--- src/sv/julsd_pkg.sv ---
// ----------------------------------------------------------------------------
// julsd_pkg: shared types and constants
// Fixed-point format, sequencer states and register indexes for the Julia
// slice distance block.
// ----------------------------------------------------------------------------
package julsd_pkg;

    localparam int FRAC_BITS = 24;          // fraction bits of Q8.24
    localparam int MAX_DEPTH = 64;          // whole iterations saturate at MAX_DEPTH-1
    localparam int DATA_W    = 32;          // coordinate and result width
    localparam int DEPTH_W   = 6;           // depth_int width
    localparam int FRAC_W    = 16;          // depth_frac width, Q0.16
    localparam int LIMIT_W   = 31;          // limit register width
    localparam int CNT_W     = (MAX_DEPTH > 1) ? $clog2(MAX_DEPTH) : 1;
    localparam int MUL_W     = DATA_W + 1;  // shared multiplier operand width
    localparam int PROD_W    = 2 * DATA_W;  // kept product width
    localparam int NEW_W     = PROD_W - FRAC_BITS + 2; // width of a new re/im before range check
    localparam int ROOT_W    = DATA_W;      // square root result width
    localparam int ROOT_CNT_W = $clog2(ROOT_W);
    localparam int ADDR_W    = 4;

    localparam logic [DATA_W-1:0] DIST_MAX = {1'b0, {(DATA_W-1){1'b1}}};

    localparam logic [1:0] REG_CONST_RE = 2'd0;
    localparam logic [1:0] REG_CONST_IM = 2'd1;
    localparam logic [1:0] REG_LIMIT    = 2'd2;

    localparam logic [LIMIT_W-1:0] LIMIT_RESET = LIMIT_W'(33554432);

    typedef enum logic [3:0] {
        S_IDLE,
        S_MUL_XX,
        S_MUL_YY,
        S_MUL_XY,
        S_UPDATE,
        S_BLEND_RE,
        S_BLEND_IM,
        S_SQUARE_RE,
        S_SQUARE_IM,
        S_SUM,
        S_ROOT_START,
        S_ROOT_WAIT,
        S_FINISH
    } state_t;

endpackage

--- src/sv/julsd_in_if.sv ---
// ----------------------------------------------------------------------------
// julsd_in_if: input point channel
// Valid/ready channel that carries one point and its depth.
// ----------------------------------------------------------------------------
interface julsd_in_if;
    import julsd_pkg::*;

    logic                      valid;
    logic                      ready;
    logic signed [DATA_W-1:0]  point_x;
    logic signed [DATA_W-1:0]  point_y;
    logic [DEPTH_W-1:0]        depth_int;
    logic [FRAC_W-1:0]         depth_frac;

    modport source (output valid, point_x, point_y, depth_int, depth_frac, input ready);
    modport sink   (input valid, point_x, point_y, depth_int, depth_frac, output ready);
endinterface

--- src/sv/julsd_out_if.sv ---
// ----------------------------------------------------------------------------
// julsd_out_if: distance result channel
// Valid/ready channel that carries one distance and its overflow flag.
// ----------------------------------------------------------------------------
interface julsd_out_if;
    import julsd_pkg::*;

    logic                      valid;
    logic                      ready;
    logic signed [DATA_W-1:0]  distance;
    logic                      overflow;

    modport source (output valid, distance, overflow, input ready);
    modport sink   (input valid, distance, overflow, output ready);
endinterface

--- src/sv/julsd_mul.sv ---
// ----------------------------------------------------------------------------
// julsd_mul: shared signed multiplier
// One registered signed multiply per cycle; the product appears in the cycle
// after the operands.
// ----------------------------------------------------------------------------
module julsd_mul
(
    input  logic                                   clk,
    input  logic signed [julsd_pkg::MUL_W-1:0]     a,
    input  logic signed [julsd_pkg::MUL_W-1:0]     b,
    output logic signed [julsd_pkg::PROD_W-1:0]    product
);
    import julsd_pkg::*;

    logic signed [PROD_W-1:0] product_reg;
    logic signed [PROD_W-1:0] product_next;

    assign product_next = PROD_W'(a * b);

    always_ff @(posedge clk)
    begin
        product_reg <= product_next;
    end

    assign product = product_reg;
endmodule

--- src/sv/julsd_isqrt.sv ---
// ----------------------------------------------------------------------------
// julsd_isqrt: iterative integer square root
// Restoring digit-by-digit floor square root, one root bit per cycle.
// ----------------------------------------------------------------------------
module julsd_isqrt
(
    input  logic                              clk,
    input  logic                              rst_n,
    input  logic                              start,
    input  logic [julsd_pkg::PROD_W-1:0]      radicand,
    output logic                              done,
    output logic [julsd_pkg::ROOT_W-1:0]      root
);
    import julsd_pkg::*;

    localparam int REM_W = ROOT_W + 2;

    logic                   busy_reg, busy_next;
    logic                   done_reg, done_next;
    logic [ROOT_CNT_W-1:0]  cnt_reg, cnt_next;
    logic [PROD_W-1:0]      rad_reg, rad_next;
    logic [REM_W-1:0]       rem_reg, rem_next;
    logic [ROOT_W-1:0]      root_reg, root_next;

    logic [REM_W+1:0]       rem_shift;
    logic [REM_W+1:0]       trial;

    always_comb
    begin
        rem_shift = {rem_reg, rad_reg[PROD_W-1 -: 2]};
        trial     = (REM_W + 2)'({root_reg, 2'b01});
        busy_next = busy_reg;
        done_next = 1'b0;
        cnt_next  = cnt_reg;
        rad_next  = rad_reg;
        rem_next  = rem_reg;
        root_next = root_reg;
        if (start)
        begin
            busy_next = 1'b1;
            cnt_next  = '0;
            rad_next  = radicand;
            rem_next  = '0;
            root_next = '0;
        end
        else if (busy_reg)
        begin
            rad_next = {rad_reg[PROD_W-3:0], 2'b00};
            if (rem_shift >= trial)
            begin
                rem_next  = REM_W'(rem_shift - trial);
                root_next = {root_reg[ROOT_W-2:0], 1'b1};
            end
            else
            begin
                rem_next  = REM_W'(rem_shift);
                root_next = {root_reg[ROOT_W-2:0], 1'b0};
            end
            cnt_next = cnt_reg + 1'b1;
            if (cnt_reg == ROOT_CNT_W'(ROOT_W - 1))
            begin
                busy_next = 1'b0;
                done_next = 1'b1;
            end
        end
    end

    always_ff @(posedge clk or negedge rst_n)
    begin
        if (!rst_n)
        begin
            busy_reg <= 1'b0;
            done_reg <= 1'b0;
        end
        else
        begin
            busy_reg <= busy_next;
            done_reg <= done_next;
        end
    end

    always_ff @(posedge clk)
    begin
        cnt_reg  <= cnt_next;
        rad_reg  <= rad_next;
        rem_reg  <= rem_next;
        root_reg <= root_next;
    end

    assign done = done_reg;
    assign root = root_reg;
endmodule

--- src/sv/julia_slice_distance_top.sv ---
// ----------------------------------------------------------------------------
// julia_slice_distance_top: distance to a depth slice of a Julia set
// Iterates z = z*z + c from the input point, blends two successive values and
// returns the blended magnitude minus a configured limit, in signed Q8.24.
// ----------------------------------------------------------------------------
// Iteration: z is updated n+1 times, n = min(depth_int, MAX_DEPTH-1);
//   an overflow cuts the iteration short.
//   Each iteration is four states around the one shared multiplier; the blend
//   and the 32-step square root follow the last iteration.
// Flow: one item at a time; ready is high only in idle.
// Reset: c = 0, limit = 2.0, no result pending.
// ----------------------------------------------------------------------------
module julia_slice_distance_top
(
    input  logic                              clk,
    input  logic                              rst_n,
    julsd_in_if.sink                          item,
    julsd_out_if.source                       result,
    input  logic                              psel,
    input  logic                              penable,
    input  logic                              pwrite,
    input  logic [julsd_pkg::ADDR_W-1:0]      paddr,
    input  logic [julsd_pkg::DATA_W-1:0]      pwdata,
    output logic [julsd_pkg::DATA_W-1:0]      prdata,
    output logic                              pready
);
    import julsd_pkg::*;

    // Configuration registers
    logic signed [DATA_W-1:0] const_re_reg;
    logic signed [DATA_W-1:0] const_im_reg;
    logic [LIMIT_W-1:0]       limit_reg;
    logic                     cfg_write;

    // Sequencer and datapath registers
    state_t                   state_reg, state_next;
    logic signed [DATA_W-1:0] re_reg, re_next;
    logic signed [DATA_W-1:0] im_reg, im_next;
    logic signed [DATA_W-1:0] start_re_reg, start_re_next;
    logic signed [DATA_W-1:0] start_im_reg, start_im_next;
    logic signed [PROD_W-1:0] acc_reg, acc_next;
    logic signed [DATA_W-1:0] mid_re_reg, mid_re_next;
    logic signed [DATA_W-1:0] mid_im_reg, mid_im_next;
    logic [PROD_W-1:0]        sum_reg, sum_next;
    logic [CNT_W-1:0]         cnt_reg, cnt_next;
    logic                     last_reg, last_next;
    logic [FRAC_W-1:0]        frac_reg, frac_next;
    logic signed [DATA_W-1:0] dist_reg, dist_next;
    logic                     ovf_reg, ovf_next;

    // Output register
    logic                     out_valid_reg, out_valid_next;
    logic signed [DATA_W-1:0] out_dist_reg, out_dist_next;
    logic                     out_ovf_reg, out_ovf_next;

    // Shared units
    logic signed [MUL_W-1:0]  mul_a, mul_b;
    logic signed [PROD_W-1:0] product;
    logic                     root_start;
    logic                     root_done;
    logic [ROOT_W-1:0]        root;

    // Update step terms
    logic signed [NEW_W-1:0]  re_new;
    logic signed [NEW_W-1:0]  im_new;
    logic                     re_fits;
    logic                     im_fits;
    logic [CNT_W-1:0]         depth_sat;
    logic signed [MUL_W-1:0]  frac_op;

    julsd_mul u_mul
    (
        .clk     (clk),
        .a       (mul_a),
        .b       (mul_b),
        .product (product)
    );

    julsd_isqrt u_isqrt
    (
        .clk      (clk),
        .rst_n    (rst_n),
        .start    (root_start),
        .radicand (sum_reg),
        .done     (root_done),
        .root     (root)
    );

    // ------------------------------------------------------------------
    // Configuration port: write on the access cycle, no wait states
    // ------------------------------------------------------------------
    assign pready    = 1'b1;
    assign cfg_write = psel && penable && pwrite && pready;

    always_ff @(posedge clk or negedge rst_n)
    begin
        if (!rst_n)
        begin
            const_re_reg <= '0;
            const_im_reg <= '0;
            limit_reg    <= LIMIT_RESET;
        end
        else if (cfg_write)
        begin
            case (paddr[3:2])
                REG_CONST_RE: const_re_reg <= pwdata;
                REG_CONST_IM: const_im_reg <= pwdata;
                REG_LIMIT:    limit_reg    <= pwdata[LIMIT_W-1:0];
                default:      ;
            endcase
        end
    end

    always_comb
    begin
        case (paddr[3:2])
            REG_CONST_RE: prdata = const_re_reg;
            REG_CONST_IM: prdata = const_im_reg;
            REG_LIMIT:    prdata = DATA_W'(limit_reg);
            default:      prdata = '0;
        endcase
    end

    // ------------------------------------------------------------------
    // Update step: the multiplier holds x*y while acc holds x*x - y*y
    // ------------------------------------------------------------------
    assign re_new  = NEW_W'(acc_reg >>> FRAC_BITS) + NEW_W'(const_re_reg);
    assign im_new  = NEW_W'(product >>> (FRAC_BITS - 1)) + NEW_W'(const_im_reg);
    assign re_fits = (&re_new[NEW_W-1:DATA_W-1]) || !(|re_new[NEW_W-1:DATA_W-1]);
    assign im_fits = (&im_new[NEW_W-1:DATA_W-1]) || !(|im_new[NEW_W-1:DATA_W-1]);

    // Saturate the whole-iteration count
    assign depth_sat = (32'(item.depth_int) > 32'(MAX_DEPTH - 1))
                     ? CNT_W'(MAX_DEPTH - 1) : CNT_W'(item.depth_int);
    assign frac_op   = MUL_W'(signed'({1'b0, frac_reg}));

    assign item.ready      = (state_reg == S_IDLE);
    assign result.valid    = out_valid_reg;
    assign result.distance = out_dist_reg;
    assign result.overflow = out_ovf_reg;

    // ------------------------------------------------------------------
    // Sequencer: next state, operand selection and datapath updates
    // ------------------------------------------------------------------
    always_comb
    begin
        state_next     = state_reg;
        re_next        = re_reg;
        im_next        = im_reg;
        start_re_next  = start_re_reg;
        start_im_next  = start_im_reg;
        acc_next       = acc_reg;
        mid_re_next    = mid_re_reg;
        mid_im_next    = mid_im_reg;
        sum_next       = sum_reg;
        cnt_next       = cnt_reg;
        last_next      = last_reg;
        frac_next      = frac_reg;
        dist_next      = dist_reg;
        ovf_next       = ovf_reg;
        out_valid_next = out_valid_reg;
        out_dist_next  = out_dist_reg;
        out_ovf_next   = out_ovf_reg;
        mul_a          = MUL_W'(re_reg);
        mul_b          = MUL_W'(re_reg);
        root_start     = 1'b0;

        // Drop the result once the sink takes it
        if (out_valid_reg && result.ready)
        begin
            out_valid_next = 1'b0;
        end

        case (state_reg)
            S_IDLE:
            begin
                if (item.valid)
                begin
                    re_next       = item.point_x;
                    im_next       = item.point_y;
                    start_re_next = item.point_x;
                    start_im_next = item.point_y;
                    frac_next     = item.depth_frac;
                    cnt_next      = depth_sat;
                    last_next     = (depth_sat == '0);
                    ovf_next      = 1'b0;
                    state_next    = S_MUL_XX;
                end
            end
            S_MUL_XX:
            begin
                state_next = S_MUL_YY;
            end
            S_MUL_YY:
            begin
                mul_a      = MUL_W'(im_reg);
                mul_b      = MUL_W'(im_reg);
                acc_next   = product;
                state_next = S_MUL_XY;
            end
            S_MUL_XY:
            begin
                mul_a      = MUL_W'(re_reg);
                mul_b      = MUL_W'(im_reg);
                acc_next   = PROD_W'(acc_reg - product);
                state_next = S_UPDATE;
            end
            S_UPDATE:
            begin
                if (!re_fits || !im_fits)
                begin
                    ovf_next   = 1'b1;
                    dist_next  = DIST_MAX;
                    state_next = S_FINISH;
                end
                else
                begin
                    re_next = re_new[DATA_W-1:0];
                    im_next = im_new[DATA_W-1:0];
                    if (last_reg)
                    begin
                        state_next = S_BLEND_RE;
                    end
                    else
                    begin
                        // Hold the value of the last whole iteration as start
                        cnt_next = cnt_reg - 1'b1;
                        if (cnt_reg == CNT_W'(1))
                        begin
                            start_re_next = re_new[DATA_W-1:0];
                            start_im_next = im_new[DATA_W-1:0];
                            last_next     = 1'b1;
                        end
                        state_next = S_MUL_XX;
                    end
                end
            end
            S_BLEND_RE:
            begin
                mul_a      = frac_op;
                mul_b      = MUL_W'(re_reg) - MUL_W'(start_re_reg);
                state_next = S_BLEND_IM;
            end
            S_BLEND_IM:
            begin
                mul_a       = frac_op;
                mul_b       = MUL_W'(im_reg) - MUL_W'(start_im_reg);
                mid_re_next = start_re_reg + DATA_W'(product >>> FRAC_W);
                state_next  = S_SQUARE_RE;
            end
            S_SQUARE_RE:
            begin
                mul_a       = MUL_W'(mid_re_reg);
                mul_b       = MUL_W'(mid_re_reg);
                mid_im_next = start_im_reg + DATA_W'(product >>> FRAC_W);
                state_next  = S_SQUARE_IM;
            end
            S_SQUARE_IM:
            begin
                mul_a      = MUL_W'(mid_im_reg);
                mul_b      = MUL_W'(mid_im_reg);
                sum_next   = unsigned'(product);
                state_next = S_SUM;
            end
            S_SUM:
            begin
                sum_next   = PROD_W'(sum_reg + unsigned'(product));
                state_next = S_ROOT_START;
            end
            S_ROOT_START:
            begin
                root_start = 1'b1;
                state_next = S_ROOT_WAIT;
            end
            S_ROOT_WAIT:
            begin
                if (root_done)
                begin
                    if (root[ROOT_W-1])
                    begin
                        ovf_next  = 1'b1;
                        dist_next = DIST_MAX;
                    end
                    else
                    begin
                        dist_next = DATA_W'(root[DATA_W-2:0]) - DATA_W'(limit_reg);
                    end
                    state_next = S_FINISH;
                end
            end
            S_FINISH:
            begin
                // Advance once the output register is free
                if (!out_valid_reg || result.ready)
                begin
                    out_valid_next = 1'b1;
                    out_dist_next  = dist_reg;
                    out_ovf_next   = ovf_reg;
                    state_next     = S_IDLE;
                end
            end
            default:
            begin
                state_next = S_IDLE;
            end
        endcase
    end

    always_ff @(posedge clk or negedge rst_n)
    begin
        if (!rst_n)
        begin
            state_reg     <= S_IDLE;
            out_valid_reg <= 1'b0;
        end
        else
        begin
            state_reg     <= state_next;
            out_valid_reg <= out_valid_next;
        end
    end

    always_ff @(posedge clk)
    begin
        re_reg       <= re_next;
        im_reg       <= im_next;
        start_re_reg <= start_re_next;
        start_im_reg <= start_im_next;
        acc_reg      <= acc_next;
        mid_re_reg   <= mid_re_next;
        mid_im_reg   <= mid_im_next;
        sum_reg      <= sum_next;
        cnt_reg      <= cnt_next;
        last_reg     <= last_next;
        frac_reg     <= frac_next;
        dist_reg     <= dist_next;
        ovf_reg      <= ovf_next;
        out_dist_reg <= out_dist_next;
        out_ovf_reg  <= out_ovf_next;
    end
endmodule

--- src/flat_wrapper.sv ---
// flat-port wrapper written by rule: the top's interface ports become plain ports
module julia_slice_distance_top_flat import julsd_pkg::*;
  (clk, rst_n, psel, penable, pwrite, paddr, pwdata, prdata, pready, item_valid, item_point_x, item_point_y, item_depth_int, item_depth_frac, item_ready, result_valid, result_distance, result_overflow, result_ready);
  julsd_in_if item_i ();
  julsd_out_if result_i ();
  input  logic clk;
  input  logic rst_n;
  input  logic psel;
  input  logic penable;
  input  logic pwrite;
  input  logic [julsd_pkg::ADDR_W-1:0] paddr;
  input  logic [julsd_pkg::DATA_W-1:0] pwdata;
  output logic [julsd_pkg::DATA_W-1:0] prdata;
  output logic pready;
  input wire logic [$bits(item_i.valid)-1:0] item_valid;
  input wire logic [$bits(item_i.point_x)-1:0] item_point_x;
  input wire logic [$bits(item_i.point_y)-1:0] item_point_y;
  input wire logic [$bits(item_i.depth_int)-1:0] item_depth_int;
  input wire logic [$bits(item_i.depth_frac)-1:0] item_depth_frac;
  output wire logic [$bits(item_i.ready)-1:0] item_ready;
  output wire logic [$bits(result_i.valid)-1:0] result_valid;
  output wire logic [$bits(result_i.distance)-1:0] result_distance;
  output wire logic [$bits(result_i.overflow)-1:0] result_overflow;
  input wire logic [$bits(result_i.ready)-1:0] result_ready;
  assign item_i.valid = item_valid;
  assign item_i.point_x = item_point_x;
  assign item_i.point_y = item_point_y;
  assign item_i.depth_int = item_depth_int;
  assign item_i.depth_frac = item_depth_frac;
  assign item_ready = item_i.ready;
  assign result_valid = result_i.valid;
  assign result_distance = result_i.distance;
  assign result_overflow = result_i.overflow;
  assign result_i.ready = result_ready;
  julia_slice_distance_top u_core (.clk(clk), .rst_n(rst_n), .item(item_i), .result(result_i), .psel(psel), .penable(penable), .pwrite(pwrite), .paddr(paddr), .pwdata(pwdata), .prdata(prdata), .pready(pready));
endmodule
--- config.mk ---
export PLATFORM = sky130hd
export DESIGN_NAME = julia_slice_distance_top_flat
export DESIGN_NICKNAME = d
export VERILOG_FILES = /design/src/sv/julsd_pkg.sv /design/src/sv/julsd_in_if.sv /design/src/sv/julsd_out_if.sv /design/src/sv/julsd_mul.sv /design/src/sv/julsd_isqrt.sv /design/src/sv/julia_slice_distance_top.sv /design/src/flat_wrapper.sv
export SDC_FILE = /design/constraint.sdc
export NUM_CORES = 2
export LEC_CHECK = 0
export BUFFER_PORTS_ARGS = -buffer_cell sky130_fd_sc_hd__buf_2
export CAP_MARGIN = 0
export CORE_MARGIN = 3
export CORE_UTILIZATION = 60
export CTS_BUF_LIST = sky130_fd_sc_hd__clkbuf_4 sky130_fd_sc_hd__clkbuf_8 sky130_fd_sc_hd__clkbuf_16
export DETAILED_ROUTE_END_ITERATION = 8
export PLACE_DENSITY = 0.85
export SYNTH_ARGS = -nofsm -noshare
export SYNTH_HDL_FRONTEND = slang
export SYNTH_SLANG_ARGS = --single-unit
export TNS_END_PERCENT = 100
--- constraint.sdc ---
create_clock -name clk -period 15.6 [get_ports clk]
set_input_delay 2.34 -clock clk [delete_from_list [all_inputs] [get_ports clk]]
set_output_delay 2.34 -clock clk [all_outputs]
set_load 0.01 [all_outputs]
==> impl_metrics.py <==
metrics = {
    "cts": {
        "h-tree-depth": 3,
        "hold_buffers": 0,
        "cts-root-buf": "clkbuf_16",
        "cts_tree": "built",
        "path_clk_slew_ps": 70,
        "numCtsBuffers": 80,
        "post_cts_buffers": 0,
        "clockBufferDepth": 3,
        "clock_sinks": 710,
        "clk_latency_ps": 690,
        "ctsResizeCount": 0,
    },
    "grt": {
        "grt_overflow_total": 0,
        "grt_usage": 0.361,
        "grt_pass1_vias": 70749,
        "grt_max_degree": 93,
        "grt_pass1_wl_um": 398000,
        "antenna_found_initial": 7,
    },
    "detailed_routing": {
        "routedWlPerCell_um": 23.4,
        "postRouteWirelength_um": 255000,
        "first_pass_iters": 9,
        "ant_nets": 0,
        "via_per_inst": 6.25,
        "drc": 5,
        "vias": 68171,
        "drtIter0Drc": 7217,
    },
    "critical_path": {
        "worstSetupEndpointType": "flop",
        "path_delay_family": "adder cells",
        "cp.buffers_inverters": 7,
        "critPathMostFrequentCell": "fa_1",
        "rr_startpoint": "u_core.state_reg[1]",
        "critPathRequiredTime_ps": 16130,
        "cp_num_cells": 32,
        "cp_slowest_cell": "nor2_1",
        "reg2regPathDepth": 32,
        "r2r_end": "u_core.u_mul.product[63]",
        "cp_max_fo": 35,
        "slowest_delay_ps": 1270,
        "critPathKind": "flop to flop",
        "regToRegSetupSlack_ps": 2350,
        "cp.arrival_ps": 13780,
        "crit_path_start_kind": "flop",
    },
    "timing": {
        "skew_ps": 54.2,
        "setup_viol": 0,
        "hold_viol": 0,
        "grt_setup_unrepaired": "no",
        "tightestPinTransition_ps": 1420,
        "whs_ps": 415,
        "setup_tns_ps": 0,
        "period_share": 0.849,
        "period_minus_slack_ps": 13250,
        "relSlewSlack": 0.0466,
        "drv_slew": 0,
        "fmax_mhz": 75.5,
    },
    "synth": {
        "syn_inst": 8979,
        "yosys-top-cells-area": "fa_1, edfxtp_1, ha_1",
        "ys_seq_area_frac": 0.234,
        "syn_area_per_cell_um2": 9.26,
        "yosysWarningCount": 0,
        "yosysUniqueCellTypes": 110,
        "syn_area_um2": 83100,
        "async_flop_share": 0.144,
        "yosys.area.top_type": "fa_1",
        "syn_nets": 10836,
        "synth_edf_count": 473,
        "synth_top_flop_cell": "edfxtp_1",
        "yosysTopAreaCellShare": 0.268,
        "ys_ff_latch": 710,
    },
    "hold_path": {
        "hp-start": "u_core.dist_reg[2]",
        "hold_depth": 0,
        "hold_class": "flop to flop",
        "hold-path-endpoint": "u_core.result.distance[2]",
    },
    "layout": {
        "drive_gt1_frac": 0.0741,
        "syn2layout_area_growth_pct": 7.36,
        "final_common_cell": "nand2_1",
        "finalNetCount": 10902,
        "stdcell_area_um2": 89200,
        "fillers": 10407,
        "final_cell_mix": "nand2_1, inv_1, fa_1",
    },
    "floorplan": {
        "die-area_um2": 143000,
        "die_w_um": 378,
        "die_h_um": 378,
        "initial_core_util": 0.609,
        "row_count": 135,
        "io_pins": 197,
        "core_area_um2": 136000,
    },
    "place": {
        "hpwlAfterDp_um": 195000,
        "place_congestion": 1.01,
        "postPlaceCellArea_um2": 86400,
        "portBuffers": 193,
    },
    "run_status": {
        "status": "finished, violations left",
        "violations": "DRC",
    },
    "flow_run": {
        "drv_cap": 0,
    },
}
==> layer usage <==
| layer | track usage | part of all wire | wire, um | vias to the layer above |
|---|---|---|---|---|
| met3 | 0.104 | 0.13 | 32100 | 985 |
| met1 | 0.455 | 0.36 | 92200 | 33420 |
| met5 | 0 | 0.00012 | 31 | - |
| met2 | 0.562 | 0.44 | 113000 | 4132 |
| met4 | 0.199 | 0.068 | 17200 | 4 |
| li1 | - | - | - | 29630 |
==> cell families (layout without fill, tap and decap cells) <==
group	Yosys count	in the layout	synth area share
buffers and inverters	1670	1804	0.0757
other	1	7	0.0000451
adder cells (fa/ha/maj)	1728	1728	0.361
AO/OA/AOI/OAI	1706	1706	0.132
AND/OR/NAND/NOR	2605	2605	0.135
XOR/XNOR	413	413	0.0437
multiplexers	146	146	0.0187
flip-flops	710	710	0.234
==> worst reg2reg max path, delay by kind of cell (launching register included) <==
kind,cells,cell delay (ps)
adders and majority gates,9,4620
and+or+nand+nor,7,3870
buffers and inverters,7,1300
DFF,1,490
AOI/OAI and AO/OA,8,2470
xor gates and xnor gates,1,350
==> stage by stage <==
stage          setup WS [ps]  cells  utilization
2_1_floorplan           4020   8979            -
3_3_place_gp            2870  10744        0.633
4_1_cts                 2570  10894        0.654
5_1_grt                 1860  10894        0.654
3_5_place_dp            2680  10744        0.633
6_report                2350  10900        0.654
==> how the worst max path moves through the flow <==
stage                                          end  slack (ps)           startpoint
after floorplan           u_core.u_mul.product[63]        4020  u_core.state_reg[1]
after global placement    u_core.u_mul.product[62]        2870     u_core.re_reg[0]
after detailed placement  u_core.u_mul.product[62]        2680     u_core.re_reg[0]
after CTS                 u_core.u_mul.product[62]        2570     u_core.re_reg[0]
after global routing      u_core.u_mul.product[62]        1860     u_core.re_reg[0]
final                     u_core.u_mul.product[63]        2350  u_core.state_reg[1]
==> cell type report <==
type	count	area, um^2	area share
Antenna cell	6	15.0	0.000168
Clock buffer	108	2410	0.0270
Clock inverter	42	412	0.00461
Inverter	1327	4980	0.0558
Multi-Input combinational cell	6599	57700	0.647
Sequential cell	710	19500	0.218
Tap cell	1781	2230	0.0250
Timing Repair Buffer	327	1990	0.0223
==> Yosys cell counts, drive strengths merged, types with 99 or more instances <==
library cell / count
nand2: 1435
inv: 1325
fa: 1114
ha: 614
nor2: 549
o21ai: 499
edfxtp: 473
a21oi: 432
clkbuf: 299
xnor2: 259
a21o: 244
xor2: 153
dfxtp: 135
dfrtp: 101
nor3: 99
Power is left out: the tool's default activity adds up to more than one toggle a clock period on the data nets, which glitch-free logic cannot reach.
